$ cat config.mk
export PLATFORM = sky130hd
export DESIGN_NAME = substring_split_stream_core
export DESIGN_NICKNAME = d
export VERILOG_FILES = /design/src/rtl/ssplit_pkg.sv /design/src/rtl/ssplit_cell.sv /design/src/rtl/ssplit_skid.sv /design/src/rtl/substring_split_stream_core.sv
export SDC_FILE = /design/constraint.sdc
export NUM_CORES = 1
export LEC_CHECK = 0
export BUFFER_PORTS_ARGS = -buffer_cell sky130_fd_sc_hd__buf_2
export CELL_PAD_IN_SITES_DETAIL_PLACEMENT = 1
export CELL_PAD_IN_SITES_GLOBAL_PLACEMENT = 2
export CORE_MARGIN = 3
export CORE_UTILIZATION = 38
export CTS_CLUSTER_DIAMETER = 200
export DETAILED_ROUTE_END_ITERATION = 8
export MAX_ROUTING_LAYER = met4
export PLACE_DENSITY = 0.86
export SETUP_SLACK_MARGIN = 0.1
export SYNTH_ARGS = -nofsm -noshare
export SYNTH_HDL_FRONTEND = slang
export SYNTH_SLANG_ARGS = --single-unit
$ cat constraint.sdc
create_clock -name clock -period 9.4 [get_ports clock]
set_input_delay 1.88 -clock clock [delete_from_list [all_inputs] [get_ports clock]]
set_output_delay 1.88 -clock clock [all_outputs]
set_load 0.01 [all_outputs]
$ cat src/rtl/ssplit_pkg.sv
// Shared constants, types and helpers of the substring split stream core.
package ssplit_pkg;

   localparam int MAX_SEPARATOR_BYTES = 16;
   localparam int POSITION_BITS       = 16;

   // usable separator length never exceeds the 16 configured bytes
   localparam int SEP_CAP      = (MAX_SEPARATOR_BYTES < 16) ? MAX_SEPARATOR_BYTES : 16;
   localparam int SEP_CNT_BITS = $clog2(SEP_CAP + 1);
   localparam int FIELD_BITS   = 16;
   localparam int SEP_BITS     = 128;

   localparam logic [FIELD_BITS-1:0] COUNT_MAX = {FIELD_BITS{1'b1}};
   localparam logic [POSITION_BITS-1:0] POS_MAX = {POSITION_BITS{1'b1}};

   // configuration register indexes
   localparam int CSR_INDEX_BITS = 2;
   localparam logic [CSR_INDEX_BITS-1:0] CSR_SEP_LOW  = 2'd0;
   localparam logic [CSR_INDEX_BITS-1:0] CSR_SEP_HIGH = 2'd1;
   localparam logic [CSR_INDEX_BITS-1:0] CSR_SEP_LEN  = 2'd2;

   // request kinds
   localparam logic REQ_DATA = 1'b0;
   localparam logic REQ_END  = 1'b1;

   typedef logic [7:0] byte_type;
   typedef logic [SEP_CNT_BITS-1:0] sep_cnt_type;
   typedef logic [POSITION_BITS-1:0] pos_type;

   typedef struct packed {
      logic                  overflow;
      logic                  last;
      logic [FIELD_BITS-1:0] count;
      logic [FIELD_BITS-1:0] length;
      logic [FIELD_BITS-1:0] start;
   } result_type;

   // separator byte that window entry k must equal for an active length n
   function automatic byte_type sep_pick(logic [SEP_BITS-1:0] sep, sep_cnt_type n, int k);
      logic [4:0] idx;
      idx = 5'(int'(n) - 1 - k);
      return sep[{idx[3:0], 3'b000} +: 8];
   endfunction

endpackage

$ cat src/rtl/ssplit_cell.sv
// One window cell: holds a byte, compares the incoming byte, extends the match chain.
module ssplit_cell (
   input  logic                clock,
   input  logic                shift_en,
   input  ssplit_pkg::byte_type byte_in,
   input  ssplit_pkg::byte_type sep_byte,
   input  logic                active,
   input  logic                chain_in,
   output ssplit_pkg::byte_type byte_out,
   output logic                chain_out
);

   ssplit_pkg::byte_type byte_ff;

   always_ff @(posedge clock) begin
      if (shift_en) begin
         byte_ff <= byte_in;
      end
   end

   // compare against the byte this cell will hold after the shift
   assign chain_out = chain_in & (~active | (byte_in == sep_byte));
   assign byte_out  = byte_ff;

endmodule

$ cat src/rtl/ssplit_skid.sv
// Output register with a skid entry for the result channel.
module ssplit_skid (
   input  logic                   clock,
   input  logic                   reset,
   input  logic                   in_valid,
   output logic                   in_ready,
   input  ssplit_pkg::result_type in_data,
   output logic                   out_valid,
   input  logic                   out_ready,
   output ssplit_pkg::result_type out_data
);

   logic                   out_valid_ff, out_valid_in;
   logic                   skid_valid_ff, skid_valid_in;
   ssplit_pkg::result_type out_data_ff, out_data_in;
   ssplit_pkg::result_type skid_data_ff, skid_data_in;

   always_comb begin
      out_valid_in  = out_valid_ff;
      out_data_in   = out_data_ff;
      skid_valid_in = skid_valid_ff;
      skid_data_in  = skid_data_ff;
      if (!out_valid_ff || out_ready) begin
         if (skid_valid_ff) begin
            out_valid_in  = 1'b1;
            out_data_in   = skid_data_ff;
            skid_valid_in = 1'b0;
         end else begin
            out_valid_in = in_valid;
            out_data_in  = in_data;
         end
      end else if (in_valid) begin
         skid_valid_in = 1'b1;
         skid_data_in  = in_data;
      end
   end

   always_ff @(posedge clock) begin
      if (reset) begin
         out_valid_ff  <= 1'b0;
         skid_valid_ff <= 1'b0;
      end else begin
         out_valid_ff  <= out_valid_in;
         skid_valid_ff <= skid_valid_in;
      end
   end

   always_ff @(posedge clock) begin
      out_data_ff  <= out_data_in;
      skid_data_ff <= skid_data_in;
   end

   assign in_ready  = ~skid_valid_ff;
   assign out_valid = out_valid_ff;
   assign out_data  = out_data_ff;

endmodule

$ cat src/rtl/substring_split_stream_core.sv
// Top level: splits a byte stream into tokens at a configured separator.
// A closing byte or end beat's result is registered to rsp_, via the skid entry when stalled.
// Throughput: one req beat per cycle while req_tready is high; all cells compare in that cycle.
// A stalled rsp_ side holds one result in a skid entry; req_tready drops only when it is full.
// Reset (synchronous, active high) clears view state and sets the separator to one zero byte.
module substring_split_stream_core (
   input  logic        clock,
   input  logic        reset,
   // configuration writes
   input  logic        csr_we,
   input  logic [ssplit_pkg::CSR_INDEX_BITS-1:0] csr_index,
   input  logic [63:0] csr_wdata,
   // request channel
   input  logic        req_tvalid,
   output logic        req_tready,
   input  logic [7:0]  req_tdata,   // [7:0] data_byte
   input  logic        req_tuser,   // [0] req_type
   // result channel
   output logic        rsp_tvalid,
   input  logic        rsp_tready,
   output logic [47:0] rsp_tdata,   // [15:0] token_start, [31:16] token_length,
                                    // [47:32] separator_count
   output logic        rsp_tlast,   // last_token
   output logic        rsp_tuser    // [0] length_overflow
);

   localparam int P = ssplit_pkg::POSITION_BITS;
   localparam int C = ssplit_pkg::SEP_CAP;

   // configuration registers
   logic [63:0] sep_low_ff, sep_high_ff;
   logic [4:0]  sep_len_ff;

   // view state
   ssplit_pkg::pos_type     pos_ff, pos_in;
   ssplit_pkg::pos_type     start_ff, start_in;
   ssplit_pkg::sep_cnt_type since_ff, since_in;
   logic [ssplit_pkg::FIELD_BITS-1:0] count_ff, count_in;
   logic                    ovf_ff, ovf_in;

   logic                    accept, is_data, is_end;
   ssplit_pkg::sep_cnt_type act_len;
   logic [ssplit_pkg::SEP_BITS-1:0] sep_all;
   logic                    hit;
   logic                    res_valid;
   ssplit_pkg::result_type  res_data, out_data;
   logic                    skid_ready;

   // cell chain wiring
   ssplit_pkg::byte_type    cell_in  [C];
   ssplit_pkg::byte_type    cell_out [C];
   logic                    chain    [C+1];

   // position arithmetic
   ssplit_pkg::pos_type     pos_step;
   logic [P:0]              match_base;
   ssplit_pkg::pos_type     match_len, end_len;

   assign accept  = req_tvalid & req_tready;
   assign is_data = (req_tuser == ssplit_pkg::REQ_DATA);
   assign is_end  = (req_tuser == ssplit_pkg::REQ_END);
   assign sep_all = {sep_high_ff, sep_low_ff};

   // length zero acts as one, lengths past the cap are clamped
   always_comb begin
      if (sep_len_ff == 5'd0) begin
         act_len = ssplit_pkg::SEP_CNT_BITS'(1);
      end else if (int'(sep_len_ff) > C) begin
         act_len = ssplit_pkg::SEP_CNT_BITS'(C);
      end else begin
         act_len = ssplit_pkg::SEP_CNT_BITS'(sep_len_ff);
      end
   end

   always_ff @(posedge clock) begin
      if (reset) begin
         sep_low_ff  <= '0;
         sep_high_ff <= '0;
         sep_len_ff  <= 5'd1;
      end else if (csr_we) begin
         unique case (csr_index)
            ssplit_pkg::CSR_SEP_LOW:  sep_low_ff  <= csr_wdata;
            ssplit_pkg::CSR_SEP_HIGH: sep_high_ff <= csr_wdata;
            ssplit_pkg::CSR_SEP_LEN:  sep_len_ff  <= csr_wdata[4:0];
            default: ;
         endcase
      end
   end

   // window cells: cell 0 takes the new byte, each later cell its neighbor's
   assign chain[0] = 1'b1;
   for (genvar k = 0; k < C; k++) begin : g_cell
      if (k == 0) begin : g_head
         assign cell_in[k] = req_tdata;
      end else begin : g_body
         assign cell_in[k] = cell_out[k-1];
      end
      ssplit_cell u_cell (
         .clock     (clock),
         .shift_en  (accept & is_data),
         .byte_in   (cell_in[k]),
         .sep_byte  (ssplit_pkg::sep_pick(sep_all, act_len, k)),
         .active    (k < int'(act_len)),
         .chain_in  (chain[k]),
         .byte_out  (cell_out[k]),
         .chain_out (chain[k+1])
      );
   end

   assign pos_step = (pos_ff < ssplit_pkg::POS_MAX) ? pos_ff + 1'b1 : pos_ff;
   assign since_in = (int'(since_ff) < C) ? since_ff + 1'b1 : since_ff;

   // only a window filled since the token opened may match
   assign hit = chain[C] & (since_in >= act_len);

   // token ends n bytes before the current position, floored at zero
   assign match_base = {1'b0, start_ff} + (P+1)'(act_len);
   assign match_len  = ({1'b0, pos_step} >= match_base)
                     ? P'({1'b0, pos_step} - match_base) : '0;
   assign end_len    = (pos_ff > start_ff) ? pos_ff - start_ff : '0;

   always_comb begin
      pos_in    = pos_ff;
      start_in  = start_ff;
      count_in  = count_ff;
      ovf_in    = ovf_ff;
      res_valid = 1'b0;
      res_data  = '0;
      if (accept) begin
         if (is_end) begin
            res_valid       = 1'b1;
            res_data.start  = ssplit_pkg::FIELD_BITS'(start_ff);
            res_data.length = ssplit_pkg::FIELD_BITS'(end_len);
            res_data.last   = 1'b1;
            res_data.count  = count_ff;
            res_data.overflow = ovf_ff;
            pos_in   = '0;
            start_in = '0;
            count_in = '0;
            ovf_in   = 1'b0;
         end else begin
            pos_in = pos_step;
            ovf_in = ovf_ff | (pos_ff == ssplit_pkg::POS_MAX);
            if (hit) begin
               count_in  = (count_ff != ssplit_pkg::COUNT_MAX) ? count_ff + 1'b1 : count_ff;
               res_valid = 1'b1;
               res_data.start    = ssplit_pkg::FIELD_BITS'(start_ff);
               res_data.length   = ssplit_pkg::FIELD_BITS'(match_len);
               res_data.last     = 1'b0;
               res_data.count    = count_in;
               res_data.overflow = ovf_in;
               start_in = pos_step;
            end
         end
      end
   end

   always_ff @(posedge clock) begin
      if (reset) begin
         pos_ff   <= '0;
         start_ff <= '0;
         since_ff <= '0;
         count_ff <= '0;
         ovf_ff   <= 1'b0;
      end else begin
         pos_ff   <= pos_in;
         start_ff <= start_in;
         count_ff <= count_in;
         ovf_ff   <= ovf_in;
         if (accept) begin
            // a match or end of view restarts the byte count since the token opened
            if (is_end || hit) begin
               since_ff <= '0;
            end else begin
               since_ff <= since_in;
            end
         end
      end
   end

   ssplit_skid u_skid (
      .clock     (clock),
      .reset     (reset),
      .in_valid  (res_valid),
      .in_ready  (skid_ready),
      .in_data   (res_data),
      .out_valid (rsp_tvalid),
      .out_ready (rsp_tready),
      .out_data  (out_data)
   );

   assign req_tready = skid_ready;
   assign rsp_tdata  = {out_data.count, out_data.length, out_data.start};
   assign rsp_tlast  = out_data.last;
   assign rsp_tuser  = out_data.overflow;

endmodule

==> impl_metrics.toml, run 1 <==
[power]
seq_power_share_pct = 43.9
power_mw = 4.525
p_leak_nw = 10.21
swShare_pct = 28.02
p_clk_share_pct = 42.2
internal_power_mw = 3.257
powerDensity_nw_per_um2 = 159.1
peakVddDrop_v = 0.0001201
p_switching_mw = 1.268
p_comb_share_pct = 13.9

[setup_path]
cp-start-kind = "register"
cp-end-kind = "register"
crit_path_max_fanout = 31
crit_arrival_ns = 8.64
reg2reg_from = "sep_len_ff[2]"
r2r_setup_slack_ns = 1.18
path_class = "reg -> reg"
r2r_cells = 19
timing.rr.end = "u_skid.out_data[30]"
crit_required_ns = 9.81

[timing]
fin_ws_ns = 1.176
slew_viol_final = 0
worst_pin_slew_ns = 1.274
min_period_ns = 8.224
hold_ws_ns = 0.4680
slew_headroom_pct = 12.86
max_freq_mhz = 121.6
rsz0062_at_grt = "no"
skew_ns = 0.04203
final-setup-viol-count = 0
fin_setup_tns_ns = 0
finalCritPeriodShare_pct = 87.49
hold_violations = 0

[drt]
wl_per_cell_um = 27.67
drc_errors = 0
drt_wl_total_um = 92510
drt_iter0_drc = 2515
vias = 20820
postRouteAntennaNets = 0
first_pass_iters = 5
vias_per_cell = 6.228

[finish]
diodes = 0
layout.nets = 2579
final_common_cell = "nand2_1"
finish.utilization_pct = 43.18
final_cell_mix = "365 x nand2_1, 220 x edfxtp_1, 204 x a21oi_1"
final_cells = 3343
design_area_um2 = 28440
synthToLayoutAreaGrowth_pct = 12.26
drive_gt1_share_pct = 19.36

[place]
hpwl_um = 70130
portBuffers = 131
dp.cells = 3254
gp_congestion = 1.019
placed_cell_area_um2 = 26840
place_ws_ns = 1.371

[global_route]
overflow = 0
grt_pass1_vias = 20560
grt_max_degree = 98
grt_usage_pct = 26.56
antenna_found_initial = 0
grt_pass1_wl_um = 136600

[die]
core-area_um2 = 65860
dieArea_um2 = 69800
dieHeight_um = 264.2
boundaryPins = 132
die_x_um = 264.2
start_util_pct = 38.47
rows = 94

[clocking]
h-tree-depth = 2
cts_made_buffers = 48
clockRootBuffer = "clkbuf_16"
clockBufferDepth = 3
holdBufCountCts = 0
cts_sinks = 409
cts_setup_buffers = 0
clk_latency_ns = 0.62
cts.clk_slew.worst_paths_ns = 0.06
cts_tree = "done"
post_cts_resized = 0

[synth]
synthArstFlopShare_pct = 0
syn_area_um2 = 25330
yosys.area.top_type_share_pct = 26.08
synth_cell_type_count = 78
yosys_warnings = 0
synth-seq-cells = 409
synth_edf_count = 220
yosys.area.top_type = "edfxtp_1"
ys.flop_type = "edfxtp_1"
synth_area_per_cell_um2 = 10.71
yosysSeqAreaShare_pct = 41.01
synthTopCellsByArea = "edfxtp_1 26%, mux4_2 17%, dfxtp_1 15%"
synth_nets = 2505
synthCells = 2366

[min_path]
hold_path_end = "g_cell[8].u_cell.byte_out[0]"
hold_start = "g_cell[7].u_cell.byte_out[0]"
hold_path_depth = 0
hold_class = "reg -> reg"

[flow_run]
cap_violations = 0

[run_status]
status = "complete, no violations"
==> critical path, stage by stage, from the launching register on <==
cell	delay [ns]
dfxtp_1	0.51
nand2b_1	0.46
inv_2	0.52
xnor2_2	0.17
buf_4	0.36
ha_1	0.34
nand2b_1	0.15
a221oi_1	0.09
a2111oi_0	1.07
xnor2_2	0.52
mux4_2	0.60
xnor2_1	0.29
nand3_1	0.17
o41ai_1	0.39
a22oi_1	0.18
buf_4	0.24
inv_1	0.21
nand3_2	0.57
or2_1	0.79
o211ai_1	0.36
==> power by group through the flow <==
stage               Clock, mW  Sequential (mW)  Combinational (mW)
floorplan                   0             2.00               0.413
global placement            0             2.02               0.607
detailed placement          0             2.02               0.617
CTS                      1.94             1.99               0.620
global route             2.01             1.99               0.665
finish                   1.91             1.99               0.630
==> flip-flops by register name, summed over array words and instances, names as in the netlist, 16 cells and up <==
register and count:
u_skid.out_data 50, sep_high_ff 64, pos_ff 16, sep_low_ff 64
count_ff 16, u_skid.skid_data_ff 50, g_cell.u_cell.byte_out 120, start_ff 16
==> cell type report <==
class	count	area [µm²]
inverters	69	265.3
multi-input cells	1739	14130
fillers	7250	37420
repair buffers	173	973.4
clock inverters	18	146.4
well taps	864	1081
flip-flops and latches	409	10390
clock buffers	71	1455
==> worst max path at each step <==
stage,startpoint,to,slack [ns],depth (start not counted)
3_3_place_gp,sep_len_ff[3],u_skid.skid_data_ff[17],1.57,23
4_1_cts,sep_len_ff[2],u_skid.skid_data_ff[17],1.30,21
5_1_grt,sep_len_ff[2],u_skid.skid_data_ff[17],0.65,21
3_5_place_dp,sep_len_ff[2],u_skid.skid_data_ff[20],1.37,21
2_1_floorplan,sep_len_ff[4],u_skid.skid_data_ff[0],0.16,25
6_report,sep_len_ff[2],u_skid.out_data[30],1.18,19
==> cell families (layout without fill, tap and decap cells) <==
family,after synthesis,after routing,synth area share (%)
AND/OR/NAND/NOR,682,682,12.20
AO/OA/AOI/OAI,540,540,13.60
flip-flops,409,409,41.01
multiplexers,273,273,20.33
buffers and inverters,218,331,3.467
XOR/XNOR,185,185,6.396
adder cells (fa/ha/maj),59,59,3.003
==> synth_stat cells (all sizes together) (12+ instances only) <==
cell type / number
nand2: 365
edfxtp: 220
a21oi: 205
mux4: 192
dfxtp: 189
xnor2: 117
clkbuf: 103
nor2: 102
o21ai: 81
mux2i: 78
xor2: 68
inv: 64
ha: 56
buf: 46
nand3: 35
a211oi: 31
a21o: 31
a22oi: 30
nand4: 30
nor4: 28
a22o: 26
and3: 25
nor3: 21
o211ai: 21
a31oi: 17
or3: 17
nand2b: 15
o32ai: 13
a221oi: 12
==> layer usage <==
| metal | global-route usage (%) | part of all wire, % | wire length (µm) |
|---|---|---|---|
| met1 | 36.46 | 42 | 39320 |
| met5 | - | 0 | 0 |
| met3 | 4.424 | 8.3 | 7649 |
| met4 | 8.151 | 3.4 | 3117 |
| met2 | 40.47 | 46 | 42430 |
No activity file was read; power rests on OpenSTA's default activity.
==> run 2, diff against run 1 <==
- ABC_AREA: default -> 1
- CORE_UTILIZATION: 38 -> 32
- PLACE_DENSITY: 0.86 -> 0.85
==> impl_metrics.toml, run 2 <==
[synth]
yosysSeqAreaShare_pct = 38.40
synth-compound-area-share_pct = 7.736
syn_area_um2 = 27060
synth_top_family_by_area = "simple AND/OR/NAND/NOR gates"
synth.area.mux_share_pct = 0.07399
synthTopCellsByCount = "1372 x nand2_1, 849 x nand3_1, 299 x inv_1, 220 x edfxtp_1, 216 x nor2_1"
yosys.area_share.simple_pct = 41.66
yosys_warnings = 0
ys.flop_type = "edfxtp_1"
synth_edf_count = 220
yosys.area.top_type = "edfxtp_1"
synth_nets = 4175
synthAdderAreaFrac_pct = 2.812
synth_area_per_cell_um2 = 6.704
yosysMostFrequentCell = "nand2_1"
synthArstFlopShare_pct = 0
synthTopCellsByArea = "edfxtp_1 24%, nand2_1 19%, nand3_1 16%"
yosys.area.top_type_share_pct = 24.42
synth_cell_type_count = 50
synthXorXnorAreaFrac_pct = 1.711
synthCells = 4036
synth-seq-cells = 409

[finish]
fill_cells = 10730
synthToLayoutAreaGrowth_pct = 12.74
final_cells = 5248
drive_gt1_share_pct = 7.599
final_cell_mix = "1369 x nand2_1, 848 x nand3_1, 296 x inv_1"
layout.nets = 4202
final_common_cell = "nand2_1"
multiInputGateArea_um2 = 14660
register_area_um2 = 10390
largest_register_ffs = 120

[timing]
worst_pin_slew_ns = 1.124
rsz0062_at_grt = "no"
skew_ns = 0.03275
fin_setup_tns_ns = 0
slew_headroom_pct = 24.28
max_freq_mhz = 137.9
hold_violations = 0
hold_ws_ns = 0.4676
finalCritPeriodShare_pct = 77.14
final-setup-viol-count = 0
slew_viol_final = 0
min_period_ns = 7.251

[clocking]
clockBufferDepth = 3
cts_made_buffers = 51
clockRootBuffer = "clkbuf_16"
cts_setup_buffers = 0
holdBufCountCts = 0
cts_tree = "done"
clk_latency_ns = 0.64
h-tree-depth = 2
post_cts_resized = 0
cts_sinks = 409
cts.clk_slew.worst_paths_ns = 0.06

[global_route]
grt_usage_pct = 27.02
grt_max_degree = 145
antenna_found_initial = 11
grt_pass1_wl_um = 178100
overflow = 0
grt_pass1_vias = 28210

[setup_path]
cpMostUsedCell = "nand2_1"
r2r_setup_slack_ns = 2.15
critical-path-slowest-cell = "nand2_2"
crit_path_max_fanout = 43
crit_arrival_ns = 7.50
critPathMaxStageDelay_ns = 0.70
path_class = "reg -> reg"
crit_required_ns = 9.65
cp-end-kind = "register"
cp-start-kind = "register"

[drt]
vias_per_cell = 5.434
drt_wl_total_um = 118400
drc_errors = 0
wl_per_cell_um = 22.56
vias = 28520
first_pass_iters = 5
drt_iter0_drc = 2261
postRouteAntennaNets = 0

[power]
peakVddDrop_v = 0.0001247
p_leak_nw = 14.04
powerDensity_nw_per_um2 = 190.1

[min_path]
hold_class = "reg -> reg"

[flow_run]
cap_violations = 0

[place]
portBuffers = 131
gp_congestion = 0.9539
dp.cells = 5144
hpwl_um = 90970

[die]
rows = 106
core-area_um2 = 83690
start_util_pct = 32.33
dieArea_um2 = 88080
boundaryPins = 132
dieHeight_um = 296.8
die_x_um = 296.8

[run_status]
status = "complete, no violations"
-- run 2: changes by cell type after synthesis, moves of 52 or more --
cell and delta:
nand2_1 +1007, mux4_2 -189, mux2i_1 -76, xnor2_1 -106, nand3b_1 +52, inv_1 +238
o21ai_0 +89, nor2_1 +114, buf_2 +59, nand3_1 +815
-- run 2: per-layer routing --
metal	GRT usage [%]	up-vias	part of all wire [%]
met5	-	-	0
met4	9.872	0	4.1
met3	3.911	186	5.7
met2	42.01	765	45
met1	35.76	14070	46
li1	-	13490	-
-- run 2: stage by stage --
stage | instance area, µm² | utilization, % | setup WS (ns) | power, mW
finish | 30500 | 36.45 | 2.149 | 5.799
global route | 30500 | 36.44 | 1.670 | 6.095
CTS | 30480 | 36.42 | 2.170 | 5.810
detailed placement | 28650 | 34.24 | 2.239 | 3.649
global placement | 28650 | 34.24 | 2.374 | 3.624
floorplan | 27060 | - | 2.506 | 3.085
-- run 2: worst max-delay path: cells and delay by family (launching register included) --
kind / cells / cell delay (ns)
simple gates: 17 / 3.61
buf+inv: 6 / 1.83
fa+ha+maj: 2 / 0.74
flops: 1 / 0.49
xor+xnor: 1 / 0.09
-- run 2: kinds of logic (layout without fill, tap and decap cells) --
group | after synthesis | in the layout
xor gates and xnor gates | 52 | 52
muxes | 2 | 2
AOI/OAI and AO/OA | 401 | 401
adders and majority gates | 59 | 59
DFF | 409 | 409
and+or+nand+nor | 2597 | 2597
other | 0 | 8
buffers and inverters | 516 | 586
-- run 2: area by class of cell --
cell class / count / area share, %
flip-flops and latches: 409 / 34.07
diodes: 8 / 0.06563
multi-input cells: 3111 / 48.06
inverters: 315 / 3.889
well taps: 1134 / 4.652
repair buffers: 175 / 3.273
clock buffers: 63 / 4.533
clock inverters: 33 / 1.464
-- run 2: where the power goes --
group | total [mW] | internal, mW | leakage (nW) | switching (mW)
Combinational | 1.63 | 0.438 | 9.40 | 1.19
Clock | 2.16 | 1.28 | 0.884 | 0.878
Sequential | 2.01 | 1.95 | 3.76 | 0.0593
-- run 2: worst paths after layout --
check	cells past startpoint	endpoint	start
worst max-delay path	26	u_skid.skid_data_ff[7]	sep_len_ff[4]
worst min-delay path	0	g_cell[1].u_cell.byte_out[7]	g_cell[0].u_cell.byte_out[7]
worst max register to register	26	u_skid.skid_data_ff[7]	sep_len_ff[4]
worst min register to register	0	g_cell[1].u_cell.byte_out[7]	g_cell[0].u_cell.byte_out[7]
==> run 3, diff against run 2 <==
- ABC_AREA: 1 -> 0
- CORE_UTILIZATION: 32 -> 42
- PLACE_DENSITY: 0.85 -> 0.89
- clock period: 9.4 -> 6.95 ns (I/O delays scaled with it)
==> impl_metrics.toml, run 3 (same netlist as run 1, synthesis figures left out) <==
[run_status]
status = "complete, no violations"

[finish]
largest_register_ffs = 120
final_cell_mix = "365 x nand2_1, 220 x edfxtp_1, 204 x a21oi_1"
fill_cells = 6458
drive_gt1_share_pct = 19.90
final_common_cell = "nand2_1"
layout.nets = 2592
final_cells = 3267
synthToLayoutAreaGrowth_pct = 12.93
finish.utilization_pct = 48.21

[clocking]
clockRootBuffer = "clkbuf_16"
cts_tree = "done"
h-tree-depth = 2
cts.clk_slew.worst_paths_ns = 0.06
clk_latency_ns = 0.61
cts_sinks = 409
clockBufferDepth = 3
cts_made_buffers = 48

[place]
dp.cells = 3176
portBuffers = 131
place_ws_ns = 0.4220
hpwl_um = 69760
gp_congestion = 1.057

[timing]
worst_pin_slew_ns = 1.271
final-setup-viol-count = 0
skew_ns = 0.03054
hold_violations = 0
min_period_ns = 6.651
max_freq_mhz = 150.4
slew_viol_final = 0
rsz0062_at_grt = "no"
slew_headroom_pct = 15.30
fin_ws_ns = 0.2991
finalCritPeriodShare_pct = 95.70
fin_setup_tns_ns = 0
hold_ws_ns = 0.4652

[setup_path]
path_class = "reg -> reg"
r2r_setup_slack_ns = 0.30
cp-end-kind = "register"
crit_path_max_fanout = 31
crit_required_ns = 7.39
cp-start-kind = "register"
crit_arrival_ns = 7.09

[drt]
drt_wl_total_um = 93890
vias_per_cell = 6.474
drc_errors = 0
vias = 21150
drt_iter0_drc = 2295
wl_per_cell_um = 28.74
postRouteAntennaNets = 0
first_pass_iters = 5

[global_route]
grt_max_degree = 99
antenna_found_initial = 1
overflow = 0
grt_pass1_wl_um = 139600
grt_usage_pct = 30.11
grt_pass1_vias = 21200

[die]
dieHeight_um = 251.6
dieArea_um2 = 63300
rows = 89
start_util_pct = 42.68
core-area_um2 = 59350
die_x_um = 251.6
boundaryPins = 132

[power]
p_clk_share_pct = 43.4
p_comb_share_pct = 14.0
swShare_pct = 27.19
p_switching_mw = 1.717
powerDensity_nw_per_um2 = 220.6
peakVddDrop_v = 0.0002163
seq_power_share_pct = 42.5
internal_power_mw = 4.596
p_leak_nw = 10.32

[min_path]
hold_class = "reg -> reg"

[flow_run]
cap_violations = 0
==> run 3: cell count changes in the layout (fill, tap and decap cells not counted), moves of 103 or more <==
cell,change
inv_1,-235
mux4_2,+189
nand2_1,-1004
nand3_1,-814
nor2_1,-114
xnor2_1,+103
==> run 3: worst max-delay path, cell delays in order, from the launching register on <==
cell	delay [ns]
dfxtp_1	0.37
or3_4	0.43
a21oi_4	0.16
clkinv_2	0.10
ha_4	0.35
clkinv_2	0.10
ha_4	0.19
or3b_4	0.37
a221oi_2	0.28
a2111oi_2	0.11
xnor2_4	1.01
mux4_2	0.63
xor2_1	0.15
nor4_1	0.36
a31o_2	0.23
and4_1	0.42
nand3_2	0.11
buf_4	0.29
or4_1	0.59
a31oi_1	0.18
==> run 3: routing by layer <==
layer | global-route usage, % | wire length (µm)
met1 | 40.76 | 39020
met2 | 45.80 | 42790
met3 | 5.556 | 8551
met4 | 10.21 | 3530
met5 | - | 0
==> run 3: path summary, 6_finish.rpt <==
check,start,endpoint,cells after the start
setup / recovery,sep_len_ff[1],u_skid.out_data[27],19
hold / removal,g_cell[5].u_cell.byte_out[0],g_cell[6].u_cell.byte_out[0],0
hold reg to reg,g_cell[5].u_cell.byte_out[0],g_cell[6].u_cell.byte_out[0],0
setup reg to reg,sep_len_ff[1],u_skid.out_data[27],19
==> run 3: power groups by stage <==
stage	registers (mW)	clock network (mW)	logic (mW)
2_1_floorplan	2.71	0	0.569
3_3_place_gp	2.73	0	0.842
3_5_place_dp	2.73	0	0.866
4_1_cts	2.68	2.77	0.873
5_1_grt	2.69	2.87	0.931
6_report	2.68	2.74	0.885
==> run 3: per-stage QoR <==
step                      power (mW)  instance area [µm²]
after detailed placement       3.598                26910
after global placement         3.569                26910
final                          6.313                28610
after CTS                      6.328                28610
after floorplan                3.281                25500
after global routing           6.488                28610
==> run 3: repair_timing <==
item	4_1_cts	5_1_grt
hold buffers	0	0
resized for setup	0	1
endpoints found under the hold margin	0	0
setup buffers	0	0
setup endpoints to repair	0	21
==> run 3: area by class of cell <==
| class | instances | area (µm²) | share of cell area (%) |
|---|---|---|---|
| clock inverters | 23 | 286.5 | 1.001 |
| diodes | 1 | 2.502 | 0.008746 |
| multi-input cells | 1739 | 14190 | 49.60 |
| repair buffers | 186 | 1096 | 3.831 |
| clock buffers | 67 | 1409 | 4.924 |
| flip-flops and latches | 409 | 10390 | 36.31 |
| inverters | 69 | 269.0 | 0.9402 |
| well taps | 773 | 967.2 | 3.380 |
